$ cat config.mk
export PLATFORM = sky130hd
export DESIGN_NAME = bounded_deque
export DESIGN_NICKNAME = d
export VERILOG_FILES = /design/src/hdl/bdq_pkg.sv /design/src/hdl/bdq_mem.sv /design/src/hdl/bdq_ctrl.sv /design/src/hdl/bounded_deque.sv
export SDC_FILE = /design/constraint.sdc
export NUM_CORES = 1
export LEC_CHECK = 0
export BUFFER_PORTS_ARGS = -buffer_cell sky130_fd_sc_hd__buf_4
export CORE_UTILIZATION = 46
export DETAILED_ROUTE_END_ITERATION = 10
export SLEW_MARGIN = 20
export SYNTH_ARGS = -nofsm -noshare
export SYNTH_HDL_FRONTEND = slang
export SYNTH_SLANG_ARGS = --single-unit
$ cat constraint.sdc
create_clock -name clk -period 7.6 [get_ports clk]
set_input_delay 0.76 -clock clk [delete_from_list [all_inputs] [get_ports clk]]
set_output_delay 0.76 -clock clk [all_outputs]
set_load 0.02 [all_outputs]
$ cat src/hdl/bdq_pkg.sv
// Shared types and constants for the bounded deque.
package bdq_pkg;

  localparam int CAPACITY_DEF = 16;
  localparam int WORD_W       = 32;
  localparam int KIND_W       = 3;
  localparam int STATUS_W     = 2;
  localparam int COUNT_W      = 5;

  localparam logic signed [WORD_W-1:0] EMPTY_WORD = '1;

  typedef enum logic [KIND_W-1:0] {
    KIND_PUSH_FRONT = 3'd0,
    KIND_PUSH_REAR  = 3'd1,
    KIND_POP_FRONT  = 3'd2,
    KIND_POP_REAR   = 3'd3,
    KIND_PEEK       = 3'd4
  } kind_t;

  typedef enum logic [STATUS_W-1:0] {
    STAT_DONE      = 2'd0,
    STAT_OVERFLOW  = 2'd1,
    STAT_UNDERFLOW = 2'd2
  } status_t;

  typedef enum logic [2:0] {
    ST_IDLE = 3'b001,
    ST_READ = 3'b010,
    ST_RESP = 3'b100
  } state_t;

endpackage

$ cat src/hdl/bdq_mem.sv
// Word store: one write port, two registered read ports.
module bdq_mem #(
  parameter int DEPTH  = bdq_pkg::CAPACITY_DEF,
  parameter int ADDR_W = $clog2(DEPTH)
) (
  input  logic                              clk,
  input  logic                              we,
  input  logic [ADDR_W-1:0]                 waddr,
  input  logic signed [bdq_pkg::WORD_W-1:0] wdata,
  input  logic [ADDR_W-1:0]                 raddr_a,
  input  logic [ADDR_W-1:0]                 raddr_b,
  output logic signed [bdq_pkg::WORD_W-1:0] rdata_a,
  output logic signed [bdq_pkg::WORD_W-1:0] rdata_b
);

  logic signed [bdq_pkg::WORD_W-1:0] mem_r [DEPTH];
  logic signed [bdq_pkg::WORD_W-1:0] rdata_a_r;
  logic signed [bdq_pkg::WORD_W-1:0] rdata_b_r;

  always_ff @(posedge clk) begin
    if (we) begin
      mem_r[waddr] <= wdata;
    end
  end

  always_ff @(posedge clk) begin
    rdata_a_r <= mem_r[raddr_a];
    rdata_b_r <= mem_r[raddr_b];
  end

  assign rdata_a = rdata_a_r;
  assign rdata_b = rdata_b_r;

endmodule

$ cat src/hdl/bdq_ctrl.sv
// Pointer, count and sequencing logic for the bounded deque.
module bdq_ctrl #(
  parameter int CAPACITY = bdq_pkg::CAPACITY_DEF,
  parameter int ADDR_W   = $clog2(CAPACITY),
  parameter int CNT_W    = $clog2(CAPACITY + 1)
) (
  input  logic                                clk,
  input  logic                                rst_n,
  input  logic                                start,
  output logic                                busy,
  input  logic [bdq_pkg::KIND_W-1:0]          in_kind,
  input  logic signed [bdq_pkg::WORD_W-1:0]   in_value,
  output logic                                out_valid,
  output logic [bdq_pkg::STATUS_W-1:0]        out_status,
  output logic [bdq_pkg::COUNT_W-1:0]         out_count,
  output logic signed [bdq_pkg::WORD_W-1:0]   out_front_value,
  output logic signed [bdq_pkg::WORD_W-1:0]   out_rear_value,
  output logic                                mem_we,
  output logic [ADDR_W-1:0]                   mem_waddr,
  output logic signed [bdq_pkg::WORD_W-1:0]   mem_wdata,
  output logic [ADDR_W-1:0]                   mem_raddr_a,
  output logic [ADDR_W-1:0]                   mem_raddr_b,
  input  logic signed [bdq_pkg::WORD_W-1:0]   mem_rdata_a,
  input  logic signed [bdq_pkg::WORD_W-1:0]   mem_rdata_b
);

  localparam logic [CNT_W:0]  CAP_EXT = (CNT_W+1)'(CAPACITY);
  localparam logic [CNT_W-1:0] CAP_CNT = CNT_W'(CAPACITY);
  localparam logic [ADDR_W-1:0] LAST_SLOT = ADDR_W'(CAPACITY - 1);

  function automatic logic [ADDR_W-1:0] slot_at(input logic [ADDR_W-1:0] head,
                                                input logic [CNT_W-1:0]  off);
    logic [CNT_W:0] sum;
    sum = (CNT_W+1)'(head) + (CNT_W+1)'(off);
    if (sum >= CAP_EXT) begin
      sum = sum - CAP_EXT;
    end
    return ADDR_W'(sum);
  endfunction

  bdq_pkg::state_t                 state_r, state_nxt;
  logic [ADDR_W-1:0]               head_r, head_nxt;
  logic [CNT_W-1:0]                occ_r, occ_nxt;
  logic [bdq_pkg::STATUS_W-1:0]    status_r, status_nxt;
  logic                            accept;
  logic                            full;
  logic                            empty;
  logic [CNT_W-1:0]                rear_off;

  assign accept = start && (state_r == bdq_pkg::ST_IDLE);
  assign full   = (occ_r == CAP_CNT);
  assign empty  = (occ_r == '0);

  always_comb begin
    head_nxt   = head_r;
    occ_nxt    = occ_r;
    status_nxt = status_r;
    mem_we     = 1'b0;
    mem_waddr  = head_r;
    mem_wdata  = in_value;
    if (accept) begin
      status_nxt = bdq_pkg::STAT_DONE;
      unique case (bdq_pkg::kind_t'(in_kind))
        bdq_pkg::KIND_PUSH_FRONT: begin
          if (full) begin
            status_nxt = bdq_pkg::STAT_OVERFLOW;
          end else begin
            head_nxt  = (head_r == '0) ? LAST_SLOT : head_r - ADDR_W'(1);
            mem_we    = 1'b1;
            mem_waddr = head_nxt;
            occ_nxt   = occ_r + CNT_W'(1);
          end
        end
        bdq_pkg::KIND_PUSH_REAR: begin
          if (full) begin
            status_nxt = bdq_pkg::STAT_OVERFLOW;
          end else begin
            mem_we    = 1'b1;
            mem_waddr = slot_at(head_r, occ_r);
            occ_nxt   = occ_r + CNT_W'(1);
          end
        end
        bdq_pkg::KIND_POP_FRONT: begin
          if (empty) begin
            status_nxt = bdq_pkg::STAT_UNDERFLOW;
          end else begin
            head_nxt = (head_r == LAST_SLOT) ? '0 : head_r + ADDR_W'(1);
            occ_nxt  = occ_r - CNT_W'(1);
          end
        end
        bdq_pkg::KIND_POP_REAR: begin
          if (empty) begin
            status_nxt = bdq_pkg::STAT_UNDERFLOW;
          end else begin
            occ_nxt = occ_r - CNT_W'(1);
          end
        end
        default: begin
          status_nxt = bdq_pkg::STAT_DONE;
        end
      endcase
    end
  end

  always_comb begin
    state_nxt = state_r;
    unique case (state_r)
      bdq_pkg::ST_IDLE: if (start) state_nxt = bdq_pkg::ST_READ;
      bdq_pkg::ST_READ: state_nxt = bdq_pkg::ST_RESP;
      bdq_pkg::ST_RESP: state_nxt = bdq_pkg::ST_IDLE;
      default:          state_nxt = bdq_pkg::ST_IDLE;
    endcase
  end

  always_ff @(posedge clk) begin
    if (!rst_n) begin
      state_r <= bdq_pkg::ST_IDLE;
      head_r  <= '0;
      occ_r   <= '0;
    end else begin
      state_r <= state_nxt;
      head_r  <= head_nxt;
      occ_r   <= occ_nxt;
    end
  end

  always_ff @(posedge clk) begin
    status_r <= status_nxt;
  end

  assign rear_off    = empty ? '0 : occ_r - CNT_W'(1);
  assign mem_raddr_a = head_r;
  assign mem_raddr_b = slot_at(head_r, rear_off);

  assign busy            = (state_r != bdq_pkg::ST_IDLE);
  assign out_valid       = (state_r == bdq_pkg::ST_RESP);
  assign out_status      = status_r;
  assign out_count       = bdq_pkg::COUNT_W'(occ_r);
  assign out_front_value = empty ? bdq_pkg::EMPTY_WORD : mem_rdata_a;
  assign out_rear_value  = empty ? bdq_pkg::EMPTY_WORD : mem_rdata_b;

endmodule

$ cat src/hdl/bounded_deque.sv
// Top level of the bounded deque.
// A double-ended queue of CAPACITY signed 32-bit words in a circular buffer.
// Each command passes the idle, read and response states: the accept cycle
// updates pointers and writes a pushed word, the next cycle reads the front
// and rear words into the store's read registers, and the response state
// shows the result for one cycle with out_valid high. busy stays high from
// the cycle after start is taken until the result cycle ends; the receiver
// cannot stall and must take each result in the cycle it appears. A full or
// empty queue refuses a push or pop with overflow or underflow status; front
// and rear read as all ones when the queue is empty.
module bounded_deque #(
  parameter int CAPACITY = bdq_pkg::CAPACITY_DEF
) (
  input  logic                              clk,
  input  logic                              rst_n,
  input  logic                              start,
  output logic                              busy,
  input  logic [bdq_pkg::KIND_W-1:0]        in_kind,
  input  logic signed [bdq_pkg::WORD_W-1:0] in_value,
  output logic                              out_valid,
  output logic [bdq_pkg::STATUS_W-1:0]      out_status,
  output logic [bdq_pkg::COUNT_W-1:0]       out_count,
  output logic signed [bdq_pkg::WORD_W-1:0] out_front_value,
  output logic signed [bdq_pkg::WORD_W-1:0] out_rear_value
);

  localparam int ADDR_W = $clog2(CAPACITY);
  localparam int CNT_W  = $clog2(CAPACITY + 1);

  logic                              mem_we;
  logic [ADDR_W-1:0]                 mem_waddr;
  logic signed [bdq_pkg::WORD_W-1:0] mem_wdata;
  logic [ADDR_W-1:0]                 mem_raddr_a;
  logic [ADDR_W-1:0]                 mem_raddr_b;
  logic signed [bdq_pkg::WORD_W-1:0] mem_rdata_a;
  logic signed [bdq_pkg::WORD_W-1:0] mem_rdata_b;

  bdq_ctrl #(
    .CAPACITY (CAPACITY),
    .ADDR_W   (ADDR_W),
    .CNT_W    (CNT_W)
  ) u_ctrl (
    .clk             (clk),
    .rst_n           (rst_n),
    .start           (start),
    .busy            (busy),
    .in_kind         (in_kind),
    .in_value        (in_value),
    .out_valid       (out_valid),
    .out_status      (out_status),
    .out_count       (out_count),
    .out_front_value (out_front_value),
    .out_rear_value  (out_rear_value),
    .mem_we          (mem_we),
    .mem_waddr       (mem_waddr),
    .mem_wdata       (mem_wdata),
    .mem_raddr_a     (mem_raddr_a),
    .mem_raddr_b     (mem_raddr_b),
    .mem_rdata_a     (mem_rdata_a),
    .mem_rdata_b     (mem_rdata_b)
  );

  bdq_mem #(
    .DEPTH  (CAPACITY),
    .ADDR_W (ADDR_W)
  ) u_mem (
    .clk     (clk),
    .we      (mem_we),
    .waddr   (mem_waddr),
    .wdata   (mem_wdata),
    .raddr_a (mem_raddr_a),
    .raddr_b (mem_raddr_b),
    .rdata_a (mem_rdata_a),
    .rdata_b (mem_rdata_b)
  );

endmodule

# Word-level counts from Yosys, hierarchy flattened
# Memory sizes are Yosys's and may differ from the RTL's. A register that Yosys moved wholly into a read port is not among the register bits.
# Index checks and enable logic that the tools add are counted.
# word_totals
register_bits,14
ramBits,512
in_bits,38
wordCells,64
memories,1
# classes
n_addsub,8
order_cmp,2
n_eq_ne,13
mux,26
n_reduce_logical,10
# memory_table
name,words,word_bits,rd,rd_clocked_by_memory_dff,write_ports,line,text
u_mem.mem_r,16,32,2,2,1,bdq_mem.sv:16,logic signed [bdq_pkg::WORD_W-1:0] mem_r [DEPTH];
# op_table
cell,n
two-way mux 32 bit,2
two-way mux 4 bit,8
case mux 4 bit (2 select lines),2
two-way mux 5 bit,3
adder 4 x 5 -> 6 bit,2
"greater-or-equal comparator 6 x 5 -> 1 bit, second input constant",2
"subtractor 4 x 1 -> 4 bit, second input constant",3
case mux 5 bit (2 select lines),1
"equality test 3 x 2 -> 1 bit, second input constant",3
"inequality test 2 bit, second input constant",4
"equality test 3 x 1 -> 1 bit, second input constant",2
two-way mux 1 bit,6
case mux 3 bit (2 select lines),1
"adder 5 x 1 -> 5 bit, second input constant",1
"equality test 5 bit, second input constant",1
zero test 5 bit,1
"subtractor 5 x 1 -> 5 bit, second input constant",1
"adder 4 x 1 -> 4 bit, second input constant",1
"equality test 4 bit, second input constant",1
zero test 4 bit,1
case mux 2 bit (2 select lines),1
AND reduction 4 bit,1
nonzero test 2 bit,2
OR reduction 2 bit,2
other kinds (7),7

# Longest topological paths before layout
# logic_depth
depth_word,6
mapped_depth,14

# Modules after synthesis
# From an unflattened synthesis, not the netlist that was laid out.
# unflattened
cells_unflattened,1403
hier_area_um2,26171.4
# modules_own_cells
mod,instances,cells_each,area_per_inst_um2,seq_area_each_um2
bdq_mem,1,1141,24186.9,16656.0
bdq_ctrl,1,262,1984.4,300.3

# Least setup slack after synthesis
# Ideal clock, no wire load.
# synth_timing
path_kind,register to register
start,reg u_ctrl.occ_r[0] (netlist: u_ctrl.out_count[0])
end,mem u_mem.mem_r[0][0] in the netlist's numbering (enable)
setup_time_ns,0.502
t_arrival_ns,4.977
setup_slack_ns,2.122
path_stages_with_launch,8
path_buffers,0
synth_period_minus_slack_ns,5.478
cell_sequence,dfxtp_1 inv_1 ha_1 nor4bb_2 a211o_1 and4_1 or2_2 nor4_1
# synth_between
elab_chain_len,6
# synth_rtl
item,line,text
"start, declared",bdq_ctrl.sv:43,"logic [CNT_W-1:0] occ_r, occ_nxt;"
"start signal, assigned",bdq_ctrl.sv:123,occ_r <= occ_nxt;
adder 4 x 5 -> 6 bit / equality test 5 bit (equally long branches),"bdq_ctrl.sv:34, bdq_ctrl.sv:51",
"greater-or-equal comparator 6 x 5 -> 1 bit, or another cell as far along",bdq_ctrl.sv:35,if (sum >= CAP_EXT) begin
two-way mux 4 bit / two-way mux 1 bit (equally long branches),-,
two-way mux 4 bit / two-way mux 1 bit (equally long branches),"bdq_ctrl.sv:75, bdq_ctrl.sv:61",
case mux 4 bit (2 select lines) / two-way mux 1 bit (equally long branches),"bdq_ctrl.sv:63, bdq_mem.sv:21",
two-way mux 4 bit / two-way mux 1 bit (equally long branches),"bdq_ctrl.sv:61, bdq_mem.sv:22",
"end, declared",bdq_mem.sv:16,
# Several ways; a longest one is shown, not always the timed one.

# Worst setup path in the final report
# layout_timing
start,reg u_ctrl.occ_r[0] (netlist: u_ctrl.out_count[0])
end,"reg u_mem.rdata_b_r (netlist bit u_mem.rdata_b[14]), read port of u_mem.mem_r"
# layout_between
elab_chain_len,5
# layout_rtl
item,line,text
subtractor 5 x 1 -> 5 bit / zero test 5 bit (equally long branches),"bdq_ctrl.sv:131, bdq_ctrl.sv:52",
two-way mux 5 bit *,bdq_ctrl.sv:131,assign rear_off = empty ? '0 : occ_r - CNT_W'(1);
adder 4 x 5 -> 6 bit *,bdq_ctrl.sv:34,sum = (CNT_W+1)'(head) + (CNT_W+1)'(off);
greater-or-equal comparator 6 x 5 -> 1 bit / subtractor 4 x 1 -> 4 bit (equally long branches),"bdq_ctrl.sv:35, bdq_ctrl.sv:36",
two-way mux 4 bit *,bdq_ctrl.sv:35,
"end, declared",bdq_mem.sv:18,logic signed [bdq_pkg::WORD_W-1:0] rdata_b_r;
# Mark *: on every way between the ends. The rest lies on a longest branch, timed or not.
# A chain may end at the register's enable or synchronous reset.

==> results.py <==
metrics = {
    "final_layout": {
        "multiInputGateArea_sq_mm": 0.0101,
        "drive_above_1_share_pct": 42.6,
        "nNetsFinal": 1634,
        "area_delta_synth_final_pct": 14.9,
        "seq_area_sq_mm": 0.0170,
        "fill_cells": 4592,
    },
    "placed_design": {
        "port_buffers": 110,
        "place.gp.congestion": 0.768,
        "dp_hpwl_mm": 39.0,
    },
    "floorplanning": {
        "io_pins": 111,
        "die_h_um": 247,
        "die_w_um": 247,
        "rows": 89,
        "die_area_sq_mm": 0.0609,
        "coreArea_sq_mm": 0.0591,
        "initial_core_util_pct": 46.6,
    },
    "synthesis": {
        "synth_fa_ha_area_share_pct": 0.645,
        "async_flop_share_pct": 0,
        "netlist_area_sq_mm": 0.0276,
        "ys_seq_area_share_pct": 61.5,
        "synth_cell_types": 64,
        "synth_cells": 1486,
        "synth_compound_area_share_pct": 5.43,
        "ys_seq_elements": 590,
        "syn_nets": 1537,
        "synth_xor_area_share_pct": 0.318,
        "ys.flop_type": "edfxtp_1",
        "yosysWarnings": 0,
        "avgSynthCellArea_sq_um": 18.5,
        "synthSimpleGateAreaFrac_pct": 3.41,
        "synth_top_family_by_area": "multiplexers",
        "synth_edf_count": 514,
        "synth_mux_area_share_pct": 26.1,
    },
    "sta": {
        "fin_tns_setup_ns": 0,
        "period_needed_ns": 4.73,
        "worst_pin_slew_ns": 1.02,
        "rsz0062_at_grt": "no",
        "relSlewSlack_pct": 31.3,
        "setup_viol": 0,
        "final_max_slew_viol_count": 0,
        "finClkSkew_ns": 0.0149,
        "fin_crit_sh_pct": 62.3,
        "hold_ws_ns": 0.436,
        "finalHoldViolCount": 0,
        "fmax_mhz": 211,
    },
    "global_route": {
        "grt-ovfl-total": 0,
        "grt_pass1_vias": 16300,
        "grt_max_degree": 98,
        "grt_pass1_wl_mm": 109,
        "antenna_found_initial": 0,
        "grt_usage_pct": 25.3,
    },
    "worst_setup_path": {
        "crit_path_start_kind": "register",
        "cp.buffers_inverters": 4,
        "cp_top_family": "adder cells",
        "path_cells": "inv_1 > ha_1 > nor4b_2 > buf_4 > nor2_1 > ha_4 > fa_4 > buf_12 > mux4_2 > inv_1 > a211oi_1 > a211oi_1 > a211oi_2",
        "path_max_fanout": 80,
        "path_depth": 13,
        "rrSetupSlack_ns": 2.87,
        "crit_required_ns": 8.05,
        "r2r_end": "u_mem.rdata_b[14]",
        "cp_slowest_cell": "fa_4",
        "cp_slowest_stage_delay_ns": 1.42,
        "r2r_cells": 13,
        "r2r_start": "u_ctrl.out_count[0]",
        "path_class": "reg -> reg",
        "endpoint_kind": "register",
        "worstPathArrival_ns": 5.18,
    },
    "detailed_routing": {
        "dr_total_vias": 15500,
        "topRoutingLayerUsed": "met4",
        "totalWireLength_mm": 74.3,
        "drt-initial-drc-count": 1393,
        "wl_per_cell_um": 30.9,
        "antenna_left": 0,
        "met1_length_mm": 30.1,
        "vias_per_cell": 6.45,
        "drc": 32,
        "drtPass1Iterations": 8,
        "met3_wirelength_mm": 4.43,
        "dr_wl_met2_mm": 37.7,
    },
    "outcome": {
        "outcome": "complete, but fails checks",
        "violations": "DRC",
    },
    "worst_hold_path": {
        "hold_depth": 3,
        "holdPathEnd": "u_ctrl.state_r[2]",
        "min_path_type": "in -> reg",
        "hp-start": "rst_n",
    },
    "clocking": {
        "cts_inserted_buffers": 66,
        "insertion_delay_ns": 0.60,
        "htree_levels": 3,
        "ctsHoldBuffers": 0,
        "cts_resized": 0,
        "clk_pin_slew_ns": 0.05,
        "cts-root-buf": "clkbuf_16",
        "clock-sinks": 590,
        "postCtsSetupBuffers": 0,
        "clockBufferDepth": 3,
        "cts_tree": "done",
    },
    "flow_run": {
        "maxCapViolCount": 0,
    },
    "power_and_ir_drop": {
        "vdd_drop_max_uv": 167,
        "p_leak_uw": 0.00990,
        "power.density_mw_per_mm2": 272,
    },
}
-- cell type report --
cell class                 count  share of cell area (%)
tap                          773                    3.05
inverter                      41                   0.486
multi-input combinational    734                    31.8
antenna                        1                 0.00790
clock buffer                  89                    5.94
timing repair buffer         150                    3.80
sequential                   590                    53.6
clock inverter                31                    1.28
-- cells in the final DEF, fill, tap and decap left out, types with 5 or more instances in the layout --
| cell type | instances |
|---|---|
| edfxtp_1 | 514 |
| mux4_2 | 288 |
| buf_4 | 145 |
| dfxtp_1 | 73 |
| a211oi_1 | 71 |
| clkbuf_16 | 69 |
| or2_2 | 65 |
| o22ai_1 | 65 |
| inv_1 | 39 |
| mux2i_1 | 34 |
| mux2_2 | 33 |
| a211oi_2 | 24 |
| nor2_1 | 19 |
| nand2_1 | 15 |
| nor2_4 | 12 |
| clkbuf_1 | 12 |
| ha_1 | 10 |
| clkinv_2 | 10 |
| bufinv_16 | 10 |
| clkinv_1 | 9 |
| nand3_1 | 8 |
| clkbuf_8 | 8 |
| xnor2_1 | 7 |
| a21oi_1 | 7 |
| nor3_1 | 5 |
| nor3b_1 | 5 |
-- cell usage after synthesis, types with 2 or more instances --
library cell	count	share of area, %
o21ai_1	2	0.036
nor3b_1	5	0.14
or3b_2	2	0.064
xnor2_1	7	0.22
nand2b_1	4	0.091
a211oi_2	24	1.1
mux4_2	288	24
fa_1	2	0.15
nand2_1	15	0.20
buf_4	2	0.054
mux2i_1	34	1.2
a211oi_1	71	1.9
nor2_1	31	0.42
buf_8	2	0.11
nand3_1	8	0.15
o21ai_0	4	0.073
nand4_1	4	0.091
buf_12	2	0.15
a211o_1	2	0.064
edfxtp_1	514	56
nor4_1	4	0.091
nor3_1	8	0.15
a31oi_1	2	0.045
buf_2	21	0.38
inv_1	39	0.53
buf_1	11	0.15
a21oi_1	7	0.13
dfxtp_1	76	5.5
or3_1	4	0.091
or2_2	65	1.5
ha_1	11	0.50
nand4bb_1	2	0.082
and3_1	2	0.045
mux2_2	33	1.3
clkbuf_1	82	1.1
xor2_1	3	0.095
a21o_1	2	0.054
o22ai_1	65	1.5
-- cell families (layout without fill, tap and decap cells) --
kind of cell | count (synthesis) | in the layout
flops | 590 | 590
mux | 355 | 355
compound gates | 193 | 193
simple gates | 163 | 163
buf+inv | 162 | 311
fa+ha+maj | 13 | 13
xor+xnor | 10 | 10
other cells | 0 | 1
-- registers in the layout, summed over array words and instances (netlist names) --
register,count
u_ctrl.out_count,5
u_mem.rdata_b,32
u_ctrl.mem_raddr_a,4
u_ctrl.out_status,2
u_mem.mem_r,512
u_ctrl.state_r,3
u_mem.rdata_a,32
-- through the flow --
step                util [%]  std cells  setup slack [ns]  area, sq um  power, uW
floorplan                  -       1486              2.12        27600       4850
global placement        49.6       2286              2.97        29300       5310
detailed placement      49.6       2287              2.87        29300       5330
CTS                     53.5       2407              2.86        31600       8680
global route            53.5       2408              2.60        31700       8900
finish                  53.6       2409              2.87        31700       8610
-- worst min-delay path, delay by kind of cell --
kind          cells  cell delay, ns
buf+inv           1            0.11
simple gates      2            0.10
-- worst max-delay path by stage --
stage / from / to / slack, ns
2_1_floorplan: u_ctrl.out_count[0] / u_mem.mem_r[0][0] / 2.12
3_3_place_gp: u_ctrl.out_count[0] / u_mem.rdata_b[3] / 2.97
3_5_place_dp: u_ctrl.out_count[0] / u_mem.rdata_b[6] / 2.87
4_1_cts: u_ctrl.out_count[0] / u_mem.rdata_b[5] / 2.86
5_1_grt: u_ctrl.out_count[1] / u_mem.rdata_b[14] / 2.60
6_report: u_ctrl.out_count[0] / u_mem.rdata_b[14] / 2.87
-- power by group --
| part | switching [uW] | internal [uW] |
|---|---|---|
| clock network | 1280 | 2080 |
| registers | 63.2 | 3640 |
| logic | 838 | 713 |
| total | 2180 | 6430 |
-- routing by layer --
metal | vias up | GRT usage, %
met5 | - | 0
met3 | 147 | 4.27
met2 | 560 | 43.0
met4 | 0 | 7.84
met1 | 8339 | 33.3
li1 | 6495 | -
No activity file was read; power rests on OpenSTA's default activity.
